### config.mk
export PLATFORM = sky130hd
export DESIGN_NAME = irl_cell
export DESIGN_NICKNAME = d
export VERILOG_FILES = /design/src/irl_pkg.sv /design/src/irl_cell.sv
export SDC_FILE = /design/constraint.sdc
export NUM_CORES = 1
export LEC_CHECK = 0
export BUFFER_PORTS_ARGS = -buffer_cell sky130_fd_sc_hd__buf_2
export CORE_ASPECT_RATIO = 0.5
export CORE_MARGIN = 4
export CORE_UTILIZATION = 40
export DETAILED_ROUTE_END_ITERATION = 8
export HOLD_SLACK_MARGIN = 0.15
export PLACE_DENSITY = 0.68
export SLEW_MARGIN = 10
export SYNTH_ARGS = -nofsm -noshare
export SYNTH_HDL_FRONTEND = slang
export SYNTH_SLANG_ARGS = --single-unit
### constraint.sdc
create_clock -name clk -period 2.7 [get_ports clk]
set_input_delay 0 -clock clk [delete_from_list [all_inputs] [get_ports clk]]
set_output_delay 0 -clock clk [all_outputs]
set_load 0.05 [all_outputs]
### src/irl_pkg.sv
// shared types and constants for the ipv4 route lookup block
`timescale 1ns / 1ps
package irl_pkg;

	localparam int unsigned TABLE_ENTRIES = 16;
	localparam int unsigned IFACE_COUNT = 16;

	localparam int OP_W = 2;
	localparam int IDX_W = 4;
	localparam int ADDR_W = 32;
	localparam int IFACE_W = 4;
	localparam int TTL_W = 8;
	localparam int VERDICT_W = 3;

	localparam logic [OP_W-1:0] OP_WRITE = 2'd0;
	localparam logic [OP_W-1:0] OP_FORWARD = 2'd1;
	localparam logic [OP_W-1:0] OP_SEND = 2'd2;

	localparam logic [VERDICT_W-1:0] VERDICT_FOUND = 3'd0;
	localparam logic [VERDICT_W-1:0] VERDICT_TTL_EXPIRED = 3'd1;
	localparam logic [VERDICT_W-1:0] VERDICT_NO_ROUTE_ICMP = 3'd2;
	localparam logic [VERDICT_W-1:0] VERDICT_NO_ROUTE_DROP = 3'd3;
	localparam logic [VERDICT_W-1:0] VERDICT_WRITTEN = 3'd4;

	localparam logic [TTL_W-1:0] TTL_LIMIT = 8'd1;

	localparam int S_DATA_W = 152;
	localparam int M_DATA_W = 48;

	// input tdata layout, lowest field last
	typedef struct packed {
		logic [6:0]         pad;
		logic [TTL_W-1:0]   ttl_in;
		logic [ADDR_W-1:0]  dst_addr;
		logic [IFACE_W-1:0] entry_iface;
		logic [ADDR_W-1:0]  entry_gateway;
		logic [ADDR_W-1:0]  entry_mask;
		logic [ADDR_W-1:0]  entry_dest;
		logic               entry_valid;
		logic [IDX_W-1:0]   entry_index;
	} s_data_t;

	// output tdata layout, lowest field last
	typedef struct packed {
		logic [3:0]         pad;
		logic [TTL_W-1:0]   ttl_out;
		logic [IFACE_W-1:0] out_iface;
		logic [ADDR_W-1:0]  hop_addr;
	} m_data_t;

	// transaction travelling down the cell row, with the best match so far
	typedef struct packed {
		logic [OP_W-1:0]    op;
		logic [IDX_W-1:0]   entry_index;
		logic               entry_valid;
		logic [ADDR_W-1:0]  entry_dest;
		logic [ADDR_W-1:0]  entry_mask;
		logic [ADDR_W-1:0]  entry_gateway;
		logic [IFACE_W-1:0] entry_iface;
		logic [ADDR_W-1:0]  dst_addr;
		logic [TTL_W-1:0]   ttl;
		logic               hit;
		logic [ADDR_W-1:0]  best_mask;
		logic [ADDR_W-1:0]  best_gateway;
		logic [IFACE_W-1:0] best_iface;
	} tok_t;

endpackage

### src/irl_cell.sv
// one route table slot: stores its entry and updates the passing transaction
`timescale 1ns / 1ps
module irl_cell (
	input  logic          clk,
	input  logic          arst_n,
	input  logic          adv,
	input  logic          in_valid,
	input  irl_pkg::tok_t in_tok,
	input  logic          slot_sel,
	output logic          out_valid,
	output irl_pkg::tok_t out_tok
);
	import irl_pkg::*;

	logic               route_valid_q;
	logic [ADDR_W-1:0]  route_dest_q;
	logic [ADDR_W-1:0]  route_mask_q;
	logic [ADDR_W-1:0]  route_gateway_q;
	logic [IFACE_W-1:0] route_iface_q;
	logic               out_valid_q;
	tok_t               out_tok_q;
	logic               match;
	logic               better;
	tok_t               nxt_tok;

	assign match = route_valid_q &&
		((in_tok.dst_addr & route_mask_q) == (route_dest_q & route_mask_q));
	assign better = match && (!in_tok.hit || (route_mask_q > in_tok.best_mask));

	always_comb begin
		nxt_tok = in_tok;
		if (better) begin
			nxt_tok.hit = 1'b1;
			nxt_tok.best_mask = route_mask_q;
			nxt_tok.best_gateway = route_gateway_q;
			nxt_tok.best_iface = route_iface_q;
		end
	end

	always_ff @(posedge clk or negedge arst_n) begin
		if (!arst_n) begin
			route_valid_q <= 1'b0;
			out_valid_q <= 1'b0;
		end else if (adv) begin
			out_valid_q <= in_valid;
			if (in_valid && slot_sel) begin
				route_valid_q <= in_tok.entry_valid;
			end
		end
	end

	always_ff @(posedge clk) begin
		if (adv) begin
			out_tok_q <= nxt_tok;
			if (in_valid && slot_sel) begin
				route_dest_q <= in_tok.entry_dest;
				route_mask_q <= in_tok.entry_mask;
				route_gateway_q <= in_tok.entry_gateway;
				route_iface_q <= in_tok.entry_iface;
			end
		end
	end

	assign out_valid = out_valid_q;
	assign out_tok = out_tok_q;

endmodule

; After elaboration in Yosys (flattened, before gate mapping)
; Cells that the tools add are included.
[totals]
regBits = 318
input_bits = 221
wordCells = 30
[classes]
n_lt_le_gt_ge = 1
n_eq_ne = 1
muxes = 1
bitwise = 2
n_reduce_logical = 6
[op_table]
columns = cell, n
row1 = $mux 68, 1
row2 = $and 32x32->32, 2
row3 = $eq 32x32->1, 1
row4 = $gt 32x32->1, 1
row5 = $logic_and 1x1->1, 3
row6 = $reduce_and 2->1, 1
row7 = $logic_not 1->1, 1
row8 = $logic_or 1x1->1, 1

; Depth between registers and ports, before layout
; Gate-level depths: netlist of the first run.
[logic_depth]
depth_word = 5
ltp_mapped = 10
mapped_depth_nobuf = 8

; Worst setup path before layout of the first run
; No wires, ideal clock.
[synth_timing]
path_kind = input port to flip-flop
from = input adv
to = register route_valid_q
setup_ns = 0.132
t_arrival_ns = 2.872
slack_ns = -0.304
cell_stages = 2
n_path_buf = 0
path_cell_list = and3_1 mux2_2
[synth_between]
elab_chain_len = 1
[synth_rtl]
columns = element, line_no
row1 = start: declaration, irl_cell.sv:6  ; input logic adv,
row2 = $reduce_and 2->1 (no source line), --
row3 = end signal: assignment, irl_cell.sv:47  ; route_valid_q <= in_tok.entry_valid;
row4 = end: declaration, irl_cell.sv:15  ; logic route_valid_q;
; No other way between the ends.
; A chain may end at the register's enable or synchronous reset.

==> metrics.cfg, run 1 <==
[sta]
slew_viol_final = 0
finalCritPeriodShare_pct = 104.4
finalSetupViolCount = 68
max_freq_ghz = 0.3546
fin_skew_ns = 0.01421
finalHoldViolCount = 0
period_minus_slack_ns = 2.820
worst_pin_slew_ns = 0.9776
whs_ns = 0.1813
worst_slack_ns = -0.1197
max_slew_margin_pct = 34.83
rsz0062_at_grt = yes

[place]
pre_cts_slack_ns = -0.2069
dp_hpwl_um = 24990
io_buffers = 437
place_congestion = 0.8378
place_inst = 1419

[pwr]
p_int_uw = 8778
p_leak_uw = 0.007686
peakVddDrop_mv = 0.5095
power_density_mw_per_mm2 = 661.8
power.switching_uw = 3337
clock_power_share_pct = 33.3
p_comb_share_pct = 17.8
seqPwrFrac_pct = 48.9
netSwitchingFraction_pct = 27.54

[layout]
final_nets = 1561
final_cells = 1714
multi_input_area_mm2 = 0.002201
syn2layout_area_growth_pct = 56.11
drive_gt1_share_pct = 45.56
fill_cells = 2014
regArea_mm2 = 0.009539

[setup_path]
rrSetupSlack_ns = -0.12
path_max_fanout = 17
critPathLaunchType = register
crit_type = register to register
max_stage_delay_ns = 0.45
critical_path.cell_chain = ha_1, nand4_1, buf_4, a21oi_2, o41a_1, o311ai_4, buf_6, buf_12, mux2_2
cp-end-kind = register
arrival_ns = 3.12
cp.required_ns = 3.00
cp_slowest_cell = o41a_1

[floorplan]
fp.coreArea_mm2 = 0.02830
placementRows = 43
dieArea_mm2 = 0.03229
initial_core_util_pct = 41.44
boundaryPins = 438
die_y_um = 129.1
die_w_um = 250.1

[logic_synthesis]
yosysMostFrequentCell = edfxtp_1
syn_nets = 817
seq_area_frac_synth_pct = 81.35
netlist_area_mm2 = 0.01173
netlist_instances = 564
ys_warn_count = 0
synthTopCellsByCount = edfxtp_1, mux2_2, inv_1
ys_ff_latch = 318
synth_top_area_share_pct = 80.92
synthFlopType = edfxtp_1
ys_types = 33
ys_async_sr_fraction_pct = 0.6289
synth_area_leaders = edfxtp_1, mux2_2, ha_1
synth_edf_count = 316
yosysTopAreaCell = edfxtp_1
avgSynthCellArea_um2 = 20.79

[drt]
wl_um = 37570
drt_iter0_markers = 490
ant_nets = 0
drt-vias-per-instance = 4.802
drc = 0
vias = 8230
dr_wl_met3_um = 1928
drtPass1Iterations = 4
top_layer = met5
wire_per_inst_um = 21.92
wl_met1_um = 13890
wl_met2_um = 20320

[cts]
clock_path_buffers = 3
cts_tree = done
clkSinkCount = 318
htree_levels = 1
path_clk_slew_ns = 0.07
insertion_delay_ns = 0.55
cts_inserted_buffers = 28
clock-root-buffer = clkbuf_16

[grt]
grt_overflow = 0
grt_max_degree = 152
grt_pass1_wl_um = 54300
grt_pass1_vias = 8909
track_usage_pct = 22.30
antenna_found_initial = 3

[status]
status = finished with violations
failed_checks = setup timing

[job]
cap_violations = 0

[hold_path]
min-delay-path-class = primary input to register

## cell families after synthesis
family	Yosys count	share of synthesized area (%)
flip-flops	318	81.35
multiplexers	70	7.042
buffers and inverters	41	1.664
AO/OA/AOI/OAI	40	2.561
XOR/XNOR	32	2.390
adder cells (fa/ha/maj)	32	3.414
AND/OR/NAND/NOR	31	1.579
## registers in the layout (all words and copies together), names as in the netlist
signal,count
route_dest_q,32
route_gateway_q,32
out_valid,1
route_valid_q,1
out_tok,216
route_iface_q,4
route_mask_q,32
## power by group through the flow
stage | combinational (uW) | clock [uW] | sequential, uW
3_3_place_gp | 1820 | 0 | 6010
6_report | 2150 | 4040 | 5920
5_1_grt | 2240 | 4360 | 5950
3_5_place_dp | 1840 | 0 | 6020
4_1_cts | 2140 | 4120 | 5920
2_1_floorplan | 196 | 0 | 6950
## timing repair
item,in CTS,in global routing
setup buffers,6,0
resized for setup,36,5
setup endpoints to repair,68,68
pin swaps,2,1
hold endpoints to repair,334,5
hold buffers,230,1
cloned,3,1
## critical path: cells and delay by family, from the launching register on
family | cells | cell delay (ns)
compound gates | 3 | 0.82
buf+inv | 3 | 0.52
mux | 1 | 0.35
fa+ha+maj | 1 | 0.31
simple gates | 1 | 0.15
flops | 1 | 0.40
## layer usage
metal,track usage (%),vias to the layer above
met4,8.016,2
met2,42.09,294
met5,0,-
met1,25.70,4117
li1,-,3723
met3,4.352,94
## cells in the final DEF, fill, tap and decap left out, types with 26 or more instances in the layout
cell           netlist  final
edfxtp_1           316    316
inv_1               34     34
xor2_1              32     32
ha_1                32     26
mux2_4              10     30
mux2_2              50     31
buf_4                4     43
buf_2                0    436
clkbuf_16            0     30
dlygate4sd3_1        0    231
## stage by stage
stage                     utilization (%)  cell area, um2  power (uW)  TNS (ns)
after global routing                64.69           18310       12550    -10.45
after floorplan                         -           11730        7150         0
after global placement              51.99           14710        7830    -7.399
after detailed placement            51.99           14710        7857    -12.54
after CTS                           64.33           18210       12170    -4.363
final                               64.69           18310       12110    -4.780
## path summary, 6_finish.rpt
check	from	endpoint	cells after the start
max	route_mask_q[14]	out_tok[17]	9
min	in_tok[201]	route_dest_q[24]	2
max reg2reg	route_mask_q[14]	out_tok[17]	9
min reg2reg	out_valid	out_valid	1
max in group asynchronous	arst_n	out_valid	3
min in group asynchronous	arst_n	route_valid_q	3
## final cells by class
class | count | share of cell area, %
clock buffers | 43 | 4.470
multi-input cells | 205 | 12.02
diodes | 2 | 0.02734
clock inverters | 9 | 0.5194
repair buffers | 721 | 27.54
flip-flops and latches | 318 | 52.11
well taps | 382 | 2.611
inverters | 34 | 0.6971
Power figures use the tool's default switching activity.
==> run 2, diff against run 1 <==
--- a/config.mk
+++ b/config.mk
@@ -11,6 +11,7 @@
 export CORE_UTILIZATION = 40
 export DETAILED_ROUTE_END_ITERATION = 8
 export HOLD_SLACK_MARGIN = 0.15
+export MAX_ROUTING_LAYER = met4
 export PLACE_DENSITY = 0.68
 export SLEW_MARGIN = 10
 export SYNTH_ARGS = -nofsm -noshare
==> run 2 against run 1 <==
Net effect:
- the flow still finishes with violations (setup timing)
- global-route usage rose by 0.71 points
- sequential power barely moved
- fmax barely moved
- count of clock-buffer cells in the layout did not move
- die area did not move
- cell area fell by 0.11%
- first-iteration DRC count rose by 13%
- register-to-register slack barely moved
- critical path depth did not move
- cell count did not move
- largest cell class unchanged
- largest power group unchanged
- highest routed layer is now met4
==> metrics.cfg, run 2 (same netlist as run 1, synthesis figures left out) <==
[status]
status = finished with violations
failed_checks = setup timing

[layout]
largest_reg_flops = 216
final_nets = 1560
final_cells = 1714
final_common_cell = buf_2
drive_gt1_share_pct = 45.52
syn2layout_area_growth_pct = 55.94
mostFrequentLayoutCells = buf_2, edfxtp_1, dlygate4sd3_1
utilization_pct = 64.62

[pwr]
total_power_uw = 12110
peakVddDrop_mv = 0.5103
netSwitchingFraction_pct = 27.54
power_density_mw_per_mm2 = 662.3
p_int_uw = 8776
seqPwrFrac_pct = 48.9
clock_power_share_pct = 33.3
p_leak_uw = 0.007682
power.switching_uw = 3336
p_comb_share_pct = 17.8

[setup_path]
max_stage_delay_ns = 0.45
path_max_fanout = 17
cp_slowest_cell = o41a_1
worstReg2RegEnd = out_tok[13]
critical_path.cell_chain = ha_1, nand4_1, buf_4, a21oi_2, o41a_1, o311ai_4, buf_6, buf_12, mux2_2
crit_type = register to register
cp-end-kind = register
cp.required_ns = 3.00
rrSetupSlack_ns = -0.12
endpoint = out_tok[13]
critPathLaunchType = register
r2r_start = route_mask_q[14]
critPathLaunch = route_mask_q[14]
arrival_ns = 3.12
r2r_cells = 9

[grt]
grt_max_degree = 152
busiest_layer = met2
grt_overflow = 0
grt_pass1_wl_um = 54280
use_met3_pct = 4.132
antenna_found_initial = 3
track_usage_pct = 23.01
grt_pass1_vias = 8898
met2_usage_pct = 42.09
use_met1_pct = 25.71

[cts]
cts_inserted_buffers = 28
path_clk_slew_ns = 0.07
clock-root-buffer = clkbuf_16
clkSinkCount = 318
insertion_delay_ns = 0.55
clock_path_buffers = 3
htree_levels = 1
cts_tree = done

[sta]
tns_ns = -4.764
slew_viol_final = 0
worst_slack_ns = -0.1211
rsz0062_at_grt = yes
finalCritPeriodShare_pct = 104.5
max_freq_ghz = 0.3545
max_slew_margin_pct = 41.09
period_minus_slack_ns = 2.821
whs_ns = 0.1487
fin_skew_ns = 0.01258
finalHoldViolCount = 0
finalSetupViolCount = 68
worst_pin_slew_ns = 0.8836

[drt]
drt_iter0_markers = 556
drt-vias-per-instance = 4.797
ant_nets = 0
wire_per_inst_um = 21.89
drc = 0
drtPass1Iterations = 4
wl_um = 37520
vias = 8222

[floorplan]
initial_core_util_pct = 41.44
die_w_um = 250.1
die_y_um = 129.1
placementRows = 43
dieArea_mm2 = 0.03229
boundaryPins = 438
fp.coreArea_mm2 = 0.02830

[place]
dp_hpwl_um = 24990
place_congestion = 0.8508
io_buffers = 437
place_inst = 1419

[job]
cap_violations = 0

[hold_path]
min-delay-path-class = primary input to register

## run 2: cell type report
type	count	area, um2
timing repair buffer	720	5032
multi-input combinational	205	2188
inverter	34	127.6
fill	2018	10010
clock inverter	9	95.09
antenna	3	7.507
sequential	318	9539
tap	382	478.0
clock buffer	43	818.3
## run 2: power groups by stage
| stage | clock network [uW] | logic, uW | registers, uW |
|---|---|---|---|
| floorplan | 0 | 196 | 6950 |
| global placement | 0 | 1820 | 6010 |
| detailed placement | 0 | 1840 | 6020 |
| CTS | 4120 | 2140 | 5920 |
| global route | 4350 | 2240 | 5950 |
| finish | 4040 | 2150 | 5920 |
## run 2: metrics by stage
stage               worst slack, ns  instance area (um2)
floorplan                   0.04932                11730
global placement            -0.1294                14710
detailed placement          -0.2069                14710
CTS                         -0.1139                18210
global route                -0.1996                18290
finish                      -0.1211                18290
## run 2: critical path: cells and delay by family (launching register included)
| kind | cells | cell delay [ns] |
|---|---|---|
| fa+ha+maj | 1 | 0.31 |
| buf+inv | 3 | 0.52 |
| flops | 1 | 0.40 |
| simple gates | 1 | 0.15 |
| compound gates | 3 | 0.82 |
| mux | 1 | 0.36 |
## run 2: how the worst min path moves through the flow
stage / from / end / cells after the start
after detailed placement: arst_n / out_valid / 1
after global placement: arst_n / out_valid / 1
after floorplan: arst_n / out_valid / 0
final: adv / out_tok[48] / 2
after CTS: in_tok[133] / route_gateway_q[20] / 2
after global routing: in_tok[211] / out_tok[211] / 2
## run 2: routing by layer
layer,vias to the layer above,routed length [um]
met5,-,0
li1,3720,-
met2,276,20320
met3,96,1738
met1,4130,14030
met4,0,1422
## run 2: timing repair
item / in CTS / in global routing
setup buffers: 6 / 0
hold endpoints to repair: 334 / 0
hold buffers: 230 / 0
setup endpoints to repair: 68 / 68
gates cloned: 3 / 1
resized for setup: 36 / 4
pin swaps: 2 / 1
